<file path="config.mk">
export PLATFORM = sky130hd
export DESIGN_NAME = snr_error_rate_interpolator
export DESIGN_NICKNAME = d
export VERILOG_FILES = /design/src/snrei_pkg.sv /design/src/snrei_datapath.sv /design/src/snrei_ctrl.sv /design/src/snr_error_rate_interpolator.sv
export SDC_FILE = /design/constraint.sdc
export NUM_CORES = 2
export LEC_CHECK = 0
export BUFFER_PORTS_ARGS = -buffer_cell sky130_fd_sc_hd__buf_2
export CAP_MARGIN = 20
export CORE_MARGIN = 2
export CORE_UTILIZATION = 55
export CTS_CLUSTER_SIZE = 28
export DETAILED_ROUTE_END_ITERATION = 16
export PLACE_DENSITY_LB_ADDON = 0.15
export SYNTH_ARGS = -nofsm -noshare
export SYNTH_HDL_FRONTEND = slang
export SYNTH_HIERARCHICAL = 1
export SYNTH_SLANG_ARGS = --single-unit
</file>
<file path="constraint.sdc">
create_clock -name clk_i -period 10.2 [get_ports clk_i]
set_input_delay 0 -clock clk_i [delete_from_list [all_inputs] [get_ports clk_i]]
set_output_delay 0 -clock clk_i [all_outputs]
set_load 0.01 [all_outputs]
</file>
<file path="src/snrei_pkg.sv">
// ----------------------------------------------------------------------------
// snrei_pkg
// Shared types and constants for the SNR to error-rate interpolator.
// ----------------------------------------------------------------------------
package snrei_pkg;

  localparam int unsigned TableDepth = 64;
  localparam int unsigned IdxW       = 6;
  localparam int unsigned CntW       = 7;
  localparam int unsigned SnrW       = 16;
  localparam int unsigned ValW       = 17;
  localparam int unsigned NbitsW     = 24;
  localparam int unsigned FracBits   = 16;
  localparam int unsigned BitW       = 5;
  localparam logic [ValW-1:0] OneQ   = ValW'(1) << FracBits;

  localparam logic OpWrite = 1'b0;
  localparam logic OpQuery = 1'b1;

  localparam logic RegIsBer = 1'b0;
  localparam logic RegCount = 1'b1;

  typedef struct packed {
    logic              operation;
    logic [IdxW-1:0]   entry_index;
    logic signed [SnrW-1:0] entry_snr;
    logic [ValW-1:0]   entry_value;
    logic signed [SnrW-1:0] query_snr;
    logic [NbitsW-1:0] bit_count;
  } in_item_t;

  typedef struct packed {
    logic [ValW-1:0] error_rate;
    logic [ValW-1:0] success_rate;
  } out_item_t;

  // Commands from the controller to the datapath.
  typedef struct packed {
    logic            load;       // capture input item
    logic            wr_entry;   // write table entry
    logic            rd_issue;   // read table at rd_addr
    logic [IdxW-1:0] rd_addr;
    logic            chk_first;  // compare against entry 0 (data valid)
    logic            chk_last;   // compare against last entry
    logic            chk_scan;   // scan step: rd data is entry i
    logic            mul_start;  // form numerator product
    logic            div_start;
    logic            div_step;
    logic            div_done;   // form interpolated value
    logic            pow_init;
    logic            pow_step;   // one square-and-multiply step
    logic [BitW-1:0] pow_bit;
    logic            fin_write;  // zero result
    logic            fin_empty;  // value register to 1.0
    logic            fin_value;  // result from value register
    logic            fin_pow;    // result from power register
  } cmd_t;

  typedef struct packed {
    logic is_query;
    logic hit_low;    // query at or below first entry
    logic hit_high;   // query at or above last entry
    logic scan_hit;   // q <= snr[i]
    logic deg;        // d <= 0
  } sts_t;

endpackage

</file>
<file path="src/snrei_datapath.sv">
// ----------------------------------------------------------------------------
// snrei_datapath
// Table memory, interpolation arithmetic, serial divider and power unit.
// ----------------------------------------------------------------------------
module snrei_datapath (
  input  logic                 clk_i,
  input  snrei_pkg::cmd_t      cmd_i,
  input  snrei_pkg::in_item_t  item_i,
  output snrei_pkg::sts_t      sts_o,
  output snrei_pkg::out_item_t res_o
);

  localparam int unsigned ValW = snrei_pkg::ValW;
  localparam int unsigned SnrW = snrei_pkg::SnrW;

  logic signed [SnrW-1:0] snr_mem [snrei_pkg::TableDepth];
  logic [ValW-1:0]        val_mem [snrei_pkg::TableDepth];
  logic signed [SnrW-1:0] rd_snr_q;
  logic [ValW-1:0]        rd_val_q;

  snrei_pkg::in_item_t    item_q;
  logic signed [SnrW-1:0] s0_q;
  logic [ValW-1:0]        v0_q;
  logic signed [SnrW:0]   d_q;
  logic signed [35:0]     num_q;
  logic [35:0]            rem_q, quo_q;
  logic [SnrW:0]          dabs_q;
  logic                   neg_q;
  logic [ValW-1:0]        val_q;
  logic [ValW-1:0]        p_q, r_q;
  logic                   deg_q;
  snrei_pkg::out_item_t   res_q;

  logic [ValW-1:0]        wval;
  logic signed [SnrW:0]   dq;
  logic signed [ValW:0]   dv;
  logic [36:0]            trial;
  logic [35:0]            nabs;
  logic signed [36:0]     quo_s;
  logic signed [ValW+1:0] interp;
  logic [2*ValW-1:0]      rp, pp;

  assign wval = (item_q.entry_value > snrei_pkg::OneQ) ? snrei_pkg::OneQ
                                                       : item_q.entry_value;

  always_ff @(posedge clk_i) begin
    if (cmd_i.wr_entry) begin
      snr_mem[item_q.entry_index] <= item_q.entry_snr;
      val_mem[item_q.entry_index] <= wval;
    end
    if (cmd_i.rd_issue) begin
      rd_snr_q <= snr_mem[cmd_i.rd_addr];
      rd_val_q <= val_mem[cmd_i.rd_addr];
    end
  end

  assign dq    = (SnrW+1)'(item_q.query_snr) - (SnrW+1)'(s0_q);
  assign dv    = (ValW+1)'(signed'({1'b0, rd_val_q})) - (ValW+1)'(signed'({1'b0, v0_q}));
  assign nabs  = num_q[35] ? 36'(-num_q) : 36'(num_q);
  assign trial = {rem_q, quo_q[35]} - 37'(dabs_q);
  assign quo_s = neg_q ? -37'(quo_q) : 37'(quo_q);
  assign interp = (ValW+2)'(signed'({1'b0, v0_q})) + (ValW+2)'(quo_s);
  assign rp    = 34'(r_q) * 34'(p_q);
  assign pp    = 34'(p_q) * 34'(p_q);

  assign sts_o.is_query = item_q.operation == snrei_pkg::OpQuery;
  assign sts_o.hit_low  = item_q.query_snr <= rd_snr_q;
  assign sts_o.hit_high = item_q.query_snr >= rd_snr_q;
  assign sts_o.scan_hit = item_q.query_snr <= rd_snr_q;
  assign sts_o.deg      = deg_q;

  always_ff @(posedge clk_i) begin
    if (cmd_i.load) item_q <= item_i;
    if (cmd_i.chk_first || cmd_i.chk_last) val_q <= rd_val_q;
    if (cmd_i.chk_scan) begin
      s0_q <= rd_snr_q;
      v0_q <= rd_val_q;
    end
    if (cmd_i.mul_start) begin
      d_q   <= (SnrW+1)'(rd_snr_q) - (SnrW+1)'(s0_q);
      deg_q <= ((SnrW+1)'(rd_snr_q) - (SnrW+1)'(s0_q)) <= 0;
      num_q <= 36'(dq) * 36'(dv);
      val_q <= rd_val_q;
    end
    if (cmd_i.div_start) begin
      dabs_q <= d_q[SnrW:0];
      neg_q  <= num_q[35];
      quo_q  <= nabs;
      rem_q  <= '0;
    end
    if (cmd_i.div_step) begin
      if (!trial[36]) begin
        rem_q <= trial[35:0];
        quo_q <= {quo_q[34:0], 1'b1};
      end else begin
        rem_q <= {rem_q[34:0], quo_q[35]};
        quo_q <= {quo_q[34:0], 1'b0};
      end
    end
    if (cmd_i.div_done && !deg_q) begin
      val_q <= interp[ValW-1:0];
    end
    if (cmd_i.pow_init) begin
      p_q <= snrei_pkg::OneQ - ((val_q > snrei_pkg::OneQ) ? snrei_pkg::OneQ : val_q);
      r_q <= snrei_pkg::OneQ;
    end
    if (cmd_i.pow_step) begin
      if (item_q.bit_count[cmd_i.pow_bit]) r_q <= ValW'(rp >> snrei_pkg::FracBits);
      p_q <= ValW'(pp >> snrei_pkg::FracBits);
    end
    if (cmd_i.fin_write) res_q <= '0;
    if (cmd_i.fin_empty) val_q <= snrei_pkg::OneQ;
    if (cmd_i.fin_value) begin
      res_q.error_rate   <= (val_q > snrei_pkg::OneQ) ? snrei_pkg::OneQ : val_q;
      res_q.success_rate <= snrei_pkg::OneQ -
                            ((val_q > snrei_pkg::OneQ) ? snrei_pkg::OneQ : val_q);
    end
    if (cmd_i.fin_pow) begin
      res_q.error_rate   <= snrei_pkg::OneQ - ((r_q > snrei_pkg::OneQ) ? snrei_pkg::OneQ : r_q);
      res_q.success_rate <= (r_q > snrei_pkg::OneQ) ? snrei_pkg::OneQ : r_q;
    end
  end

  assign res_o = res_q;

endmodule

</file>
<file path="src/snrei_ctrl.sv">
// ----------------------------------------------------------------------------
// snrei_ctrl
// Sequencer for table writes, the table scan, division and power steps.
// ----------------------------------------------------------------------------
module snrei_ctrl (
  input  logic                 clk_i,
  input  logic                 rst_ni,
  input  logic                 in_valid_i,
  output logic                 in_stall_o,
  output logic                 out_valid_o,
  input  logic                 out_stall_i,
  input  logic                 is_ber_i,
  input  logic [snrei_pkg::CntW-1:0] count_i,
  input  snrei_pkg::sts_t      sts_i,
  output snrei_pkg::cmd_t      cmd_o
);

  localparam logic [3:0] StIdle  = 4'd0;
  localparam logic [3:0] StDec   = 4'd1;
  localparam logic [3:0] StFirst = 4'd2;
  localparam logic [3:0] StLast  = 4'd3;
  localparam logic [3:0] StScan  = 4'd4;
  localparam logic [3:0] StMul   = 4'd5;
  localparam logic [3:0] StDivS  = 4'd6;
  localparam logic [3:0] StDiv   = 4'd7;
  localparam logic [3:0] StDivE  = 4'd8;
  localparam logic [3:0] StPowI  = 4'd9;
  localparam logic [3:0] StPow   = 4'd10;
  localparam logic [3:0] StFin   = 4'd11;
  localparam logic [3:0] StOut   = 4'd12;
  localparam logic [3:0] StRd0   = 4'd13;

  localparam int unsigned IdxW = snrei_pkg::IdxW;

  logic [3:0]      state_q, state_d;
  logic [IdxW:0]   i_q, i_d;
  logic [5:0]      k_q, k_d;
  logic [IdxW:0]   n_eff;
  logic            acc;

  assign n_eff = (count_i > snrei_pkg::CntW'(snrei_pkg::TableDepth))
                 ? (IdxW+1)'(snrei_pkg::TableDepth) : count_i[IdxW:0];
  assign acc        = in_valid_i && state_q == StIdle;
  assign in_stall_o = state_q != StIdle;
  assign out_valid_o = state_q == StOut;

  always_comb begin
    state_d = state_q;
    i_d     = i_q;
    k_d     = k_q;
    cmd_o   = '0;
    unique case (state_q)
      StIdle: begin
        cmd_o.load = acc;
        if (acc) state_d = StDec;
      end
      StDec: begin
        if (!sts_i.is_query) begin
          cmd_o.wr_entry = 1'b1;
          cmd_o.fin_write = 1'b1;
          state_d = StOut;
        end else if (n_eff == '0) begin
          cmd_o.fin_empty = 1'b1;
          state_d = StFin;
        end else begin
          cmd_o.rd_issue = 1'b1;
          cmd_o.rd_addr  = '0;
          state_d = StFirst;
        end
      end
      StFirst: begin
        cmd_o.chk_first = 1'b1;
        if (sts_i.hit_low) begin
          state_d = StFin;
        end else begin
          cmd_o.rd_issue = 1'b1;
          cmd_o.rd_addr  = IdxW'(n_eff - 1'b1);
          state_d = StLast;
        end
      end
      StLast: begin
        cmd_o.chk_last = 1'b1;
        if (sts_i.hit_high) begin
          state_d = StFin;
        end else begin
          cmd_o.rd_issue = 1'b1;
          cmd_o.rd_addr  = '0;
          state_d = StRd0;
        end
      end
      StRd0: begin
        cmd_o.chk_scan = 1'b1;
        cmd_o.rd_issue = 1'b1;
        cmd_o.rd_addr  = IdxW'(1);
        i_d = (IdxW+1)'(1);
        state_d = StScan;
      end
      StScan: begin
        if (sts_i.scan_hit) begin
          cmd_o.mul_start = 1'b1;
          state_d = StMul;
        end else if (i_q + 1'b1 >= n_eff) begin
          state_d = StFin;
        end else begin
          cmd_o.chk_scan = 1'b1;
          cmd_o.rd_issue = 1'b1;
          cmd_o.rd_addr  = IdxW'(i_q + 1'b1);
          i_d = i_q + 1'b1;
        end
      end
      StMul: begin
        if (sts_i.deg) begin
          state_d = StFin;
        end else begin
          cmd_o.div_start = 1'b1;
          k_d = '0;
          state_d = StDiv;
        end
      end
      StDiv: begin
        cmd_o.div_step = 1'b1;
        k_d = k_q + 1'b1;
        if (k_q == 6'd35) state_d = StDivE;
      end
      StDivE: begin
        cmd_o.div_done = 1'b1;
        state_d = StFin;
      end
      StFin: begin
        if (is_ber_i) begin
          cmd_o.pow_init = 1'b1;
          k_d = '0;
          state_d = StPow;
        end else begin
          cmd_o.fin_value = 1'b1;
          state_d = StOut;
        end
      end
      StPow: begin
        cmd_o.pow_step = 1'b1;
        cmd_o.pow_bit  = k_q[snrei_pkg::BitW-1:0];
        k_d = k_q + 1'b1;
        if (k_q == 6'(snrei_pkg::NbitsW - 1)) state_d = StPowI;
      end
      StPowI: begin
        cmd_o.fin_pow = 1'b1;
        state_d = StOut;
      end
      StOut: begin
        if (!out_stall_i) state_d = StIdle;
      end
      default: state_d = StIdle;
    endcase
  end

  always_ff @(posedge clk_i or negedge rst_ni) begin
    if (!rst_ni) begin
      state_q <= StIdle;
      i_q     <= '0;
      k_q     <= '0;
    end else begin
      state_q <= state_d;
      i_q     <= i_d;
      k_q     <= k_d;
    end
  end

endmodule

</file>
<file path="src/snr_error_rate_interpolator.sv">
// ----------------------------------------------------------------------------
// snr_error_rate_interpolator
// Piecewise linear SNR to error-rate table with optional chunk error rate.
// ----------------------------------------------------------------------------
// Channel | Signals                          | Direction
// in      | in_valid_i, in_stall_o, in_i     | transaction into the block
// out     | out_valid_o, out_stall_i, out_o  | transaction out of the block
// cfg     | psel .. pwdata, prdata, pready    | register access
//
// A query runs a table scan (one memory read per entry), a serial division
// and, in BER mode, square-and-multiply steps. One transaction is in flight
// at a time. Reset clears control and register state only; the table is
// undefined until written. A result is held while out_stall_i is high.
module snr_error_rate_interpolator (
  input  logic                 clk_i,
  input  logic                 rst_ni,
  input  logic                 in_valid_i,
  output logic                 in_stall_o,
  input  snrei_pkg::in_item_t  in_i,
  output logic                 out_valid_o,
  input  logic                 out_stall_i,
  output snrei_pkg::out_item_t out_o,
  input  logic                 psel,
  input  logic                 penable,
  input  logic                 pwrite,
  input  logic [2:0]           paddr,
  input  logic [31:0]          pwdata,
  output logic [31:0]          prdata,
  output logic                 pready
);

  logic                          is_ber_q;
  logic [snrei_pkg::CntW-1:0]    count_q;
  snrei_pkg::cmd_t               cmd;
  snrei_pkg::sts_t               sts;

  assign pready = 1'b1;

  always_ff @(posedge clk_i or negedge rst_ni) begin
    if (!rst_ni) begin
      is_ber_q <= 1'b0;
      count_q  <= '0;
    end else if (psel && penable && pwrite && paddr[1:0] == 2'b00) begin
      if (paddr[2] == snrei_pkg::RegIsBer) is_ber_q <= pwdata[0];
      else                                 count_q  <= pwdata[snrei_pkg::CntW-1:0];
    end
  end

  always_comb begin
    prdata = '0;
    if (paddr[1:0] == 2'b00) begin
      if (paddr[2] == snrei_pkg::RegIsBer) prdata = 32'(is_ber_q);
      else                                 prdata = 32'(count_q);
    end
  end

  snrei_ctrl u_ctrl (
    .clk_i       (clk_i),
    .rst_ni      (rst_ni),
    .in_valid_i  (in_valid_i),
    .in_stall_o  (in_stall_o),
    .out_valid_o (out_valid_o),
    .out_stall_i (out_stall_i),
    .is_ber_i    (is_ber_q),
    .count_i     (count_q),
    .sts_i       (sts),
    .cmd_o       (cmd)
  );

  snrei_datapath u_dp (
    .clk_i          (clk_i),
    .cmd_i          (cmd),
    .item_i         (in_i),
    .sts_o          (sts),
    .res_o          (out_o)
  );

endmodule
</file>
==> results_tabular.tex <==
\begin{tabular}{lr}
\hline
Metric & Value \\
\hline
\multicolumn{2}{l}{\textbf{Status}} \\
Outcome & finished, final reports clean \\
\multicolumn{2}{l}{\textbf{Floorplanning}} \\
Horizontal die dimension & 489 um \\
Ports & 191 \\
Die outline height & 489 um \\
\# rows & 178 \\
Effective utilization at floorplan & 0.552 \\
Core outline area & 235000 um\^{}2 \\
Die footprint & 239000 um\^{}2 \\
\multicolumn{2}{l}{\textbf{Logic synthesis}} \\
Proportion of register bits with asynchronous set or reset after synthesis & 0.00996 \\
Synthesized-area fraction occupied by and/or/nand/nor cells & 0.0576 \\
Count of different cell masters after synthesis & 107 \\
Compound-cell area share of the yosys netlist & 0.0318 \\
Dominant cell by count in the synthesized netlist & sky130\_fd\_sc\_hd\_\_edfxtp\_1 \\
Number of warnings reported in the yosys synthesis log & 6 \\
Flop and latch count out of synthesis & 2510 \\
Number of flops mapped to enable cells by yosys & 2451 \\
Leading cell types by total area after synthesis & sky130\_fd\_sc\_hd\_\_edfxtp\_1, sky130\_fd\_sc\_hd\_\_mux4\_2, sky130\_fd\_sc\_hd\_\_fa\_1 \\
Cell area after synthesis & 130000 um\^{}2 \\
Share of synthesized area occupied by flip-flops and latches & 0.578 \\
Dominant combinational cell family by area after synthesis & adder cells \\
Post-synthesis mux area share & 0.125 \\
Post-synthesis share of cell area spent on xor and xnor gates & 0.0153 \\
Avg Cell Area, Syn & 15.8 um\^{}2 \\
Cell accounting for the most synthesized area & sky130\_fd\_sc\_hd\_\_edfxtp\_1 \\
Prevailing post-synth register cell & sky130\_fd\_sc\_hd\_\_edfxtp\_1 \\
Top cells by instance count after synthesis & sky130\_fd\_sc\_hd\_\_edfxtp\_1, sky130\_fd\_sc\_hd\_\_inv\_1, sky130\_fd\_sc\_hd\_\_fa\_1, sky130\_fd\_sc\_hd\_\_mux4\_2, sky130\_fd\_sc\_hd\_\_nand2\_1 \\
Share of synthesized cell area in full adder, half adder and majority cells & 0.151 \\
Syn Inst Count & 8177 \\
Fraction of synthesized cell area taken by the top area cell type & 0.568 \\
\multicolumn{2}{l}{\textbf{Setup path}} \\
Setup slack on the worst flop-to-flop path & 0.66 ns \\
Crit path arrival time & 10.10 ns \\
R2R Path Start & u\_dp/rd\_val\_q[0]\$\_DFFE\_PP\_ \\
Crit path max fanout & 16 \\
Critical path class & register to register \\
Data required, critical path & 10.76 ns \\
Slowest stage cell on the critical path & sky130\_fd\_sc\_hd\_\_fa\_1 \\
Largest stage delay on the critical path & 0.55 ns \\
Worst R2R End & u\_dp/num\_q[33]\$\_DFFE\_PP\_ \\
Register-to-Register Path Depth & 36 \\
Critical Path Source Type & register \\
Cell with the most instances on the worst path & sky130\_fd\_sc\_hd\_\_fa\_1 \\
Endpoint kind of the worst setup timing path & register \\
\multicolumn{2}{l}{\textbf{Clock network}} \\
CTS sink count & 2510 \\
Maximum buffer depth of the clock tree & 3 \\
Reg clk slew, reported paths & 0.06 ns \\
Maximum level of the CTS H-tree & 4 \\
TritonCTS clock tree & done \\
Root buffer cell & sky130\_fd\_sc\_hd\_\_clkbuf\_16 \\
Number of buffers added by the clock tree synthesis step & 241 \\
Clock latency on the worst-skew pair & 0.90 ns \\
\multicolumn{2}{l}{\textbf{Place}} \\
Number of input and output port buffers inserted & 139 \\
HPWL reported at the end of detailed placement & 199000 um \\
Setup slack after placement & 0.498 ns \\
Gp weighted congestion & 0.904 \\
\multicolumn{2}{l}{\textbf{STA}} \\
Worst setup skew after layout & 0.0901 ns \\
Post-route worst setup slack & 0.664 ns \\
Worst slew margin relative to its limit & 0.181 \\
Fraction of the cycle the final worst path needs & 0.935 \\
Achievable clock frequency & 0.105 GHz \\
Final Max Slew Viols & 0 \\
Setup Viol. Count Final & 0 \\
Final period demand of the worst path & 9.54 ns \\
Transition time of the tightest slew-check pin & 1.22 ns \\
Final Hold Vio Count & 0 \\
\multicolumn{2}{l}{\textbf{Global routing}} \\
Leftover overflow at the end of global routing & 0 \\
Global routing met3 resource utilization & 0.0417 \\
Met2 track utilization from global routing & 0.460 \\
Initial antenna violation count & 16 \\
First-pass GRT wire length & 481000 um \\
Pin count of the biggest net entering global routing & 161 \\
Most congested layer reported by global routing & met2 \\
Number of global-route vias before repair & 74500 \\
Overall global routing resource usage & 0.275 \\
Global-route track usage on met1 & 0.381 \\
\multicolumn{2}{l}{\textbf{Final layout}} \\
Area of the multi-input gates & 50200 um\^{}2 \\
Fraction of layout instances using a drive strength above 1 & 0.177 \\
FILL cells & 17100 \\
Layout overhead on the synthesized area & 11.9\% \\
Net count, final & 9847 \\
Sequential standard cell area & 74900 um\^{}2 \\
\multicolumn{2}{l}{\textbf{Routing}} \\
Count of unresolved DRC violations after routing & 0 \\
Post-route ant nets & 0 \\
Total vias in the final route & 72200 \\
Final wirelength & 325000 um \\
Number of iterations in the first detailed-routing pass & 6 \\
First DRT Iteration DRCs & 6903 \\
Detail-routed via count per cell & 6.04 \\
Wire per inst & 27.1 um \\
\multicolumn{2}{l}{\textbf{Min path}} \\
Type of the tightest min-delay check & input port to register \\
Cells on Worst Hold Path & 2 \\
Critical hold path startpoint & in\_i[39] \\
Worst min-delay path endpoint & u\_dp/item\_q[39]\$\_DFFE\_PP\_ \\
\multicolumn{2}{l}{\textbf{Run}} \\
Max-cap violations & 0 \\
\hline
\end{tabular}
## routing by layer
metal	up-vias	wire length, um
li1	30600	-
met1	38200	131000
met2	2841	161000
met4	0	8370
met5	-	0
met3	484	24300
## cells in the final DEF (no fill, tap or decap), drive strengths merged, types with 128 or more instances in the layout
| cell | instances |
|---|---|
| o21ai | 184 |
| ha | 400 |
| fa | 728 |
| inv | 987 |
| nand2 | 634 |
| buf | 360 |
| dlygate4sd3 | 178 |
| a21oi | 128 |
| nor2 | 327 |
| edfxtp | 2451 |
| and2 | 171 |
| mux4 | 690 |
| clkbuf | 312 |
| xnor2 | 137 |
## flip-flops by register name, indices dropped and copies added, names as in the netlist, 33 cells and up
register,count
u_dp/val_mem,1088
u_dp/res_o,33
u_dp/rem_q,36
u_dp/item_q,79
u_dp/snr_mem,1024
u_dp/quo_q,36
u_dp/num_q,35
## area by class of cell
| type | count | area share |
|---|---|---|
| Clock buffer | 312 | 0.0441 |
| Timing Repair Buffer | 538 | 0.0306 |
| Clock inverter | 135 | 0.00951 |
| Inverter | 982 | 0.0254 |
| Multi-Input combinational cell | 4324 | 0.346 |
| Sequential cell | 2510 | 0.517 |
| Tap cell | 3150 | 0.0272 |
| Antenna cell | 4 | 0.0000691 |
## stage by stage
step	TNS [ns]	std cells	utilization	hold slack (ns)	cell area (um^2)
after floorplan	0	8201	-	-0.296	130000
after global routing	-0.0155	12000	0.617	0.0000990	145000
after global placement	0	11300	0.575	0.0399	135000
after CTS	0	11900	0.617	0.00139	145000
after detailed placement	0	11300	0.576	0.0493	135000
final	0	12000	0.617	0.0657	145000
## worst max-delay path, delay by kind of cell, from the launching register on
family / cells / cell delay, ns
xor+xnor: 1 / 0.14
compound gates: 14 / 3.47
flops: 1 / 0.40
buf+inv: 8 / 0.80
fa+ha+maj: 9 / 3.86
simple gates: 4 / 0.56
## kinds of logic after synthesis
logic type | Yosys count
buffers and inverters | 1367
XOR/XNOR | 225
multiplexers | 749
AO/OA/AOI/OAI | 631
adder cells (fa/ha/maj) | 1129
other | 2
flip-flops | 2510
AND/OR/NAND/NOR | 1564
## worst max path at each step
| stage | start | endpoint | slack (ns) |
|---|---|---|---|
| detailed placement | u_dp/rd_val_q[0]$_DFFE_PP_ | u_dp/num_q[33]$_DFFE_PP_ | 0.50 |
| CTS | u_dp/rd_val_q[0]$_DFFE_PP_ | u_dp/num_q[33]$_DFFE_PP_ | 0.42 |
| global route | u_dp/rd_val_q[0]$_DFFE_PP_ | u_dp/num_q[33]$_DFFE_PP_ | -0.02 |
| floorplan | u_dp/rd_val_q[0]$_DFFE_PP_ | u_dp/num_q[33]$_DFFE_PP_ | 0.99 |
| finish | u_dp/rd_val_q[0]$_DFFE_PP_ | u_dp/num_q[33]$_DFFE_PP_ | 0.66 |
| global placement | u_dp/rd_val_q[0]$_DFFE_PP_ | u_dp/num_q[33]$_DFFE_PP_ | 0.56 |
## repair_timing
item	in CTS	in global routing
hold buffers	179	0
gates resized for setup	0	5
hold endpoints to repair	150	0
endpoints found under the setup margin	0	2
buffers inserted	0	0
Power is left out: the tool's default activity adds up to more than one toggle a clock period on the data nets, which glitch-free logic cannot reach.
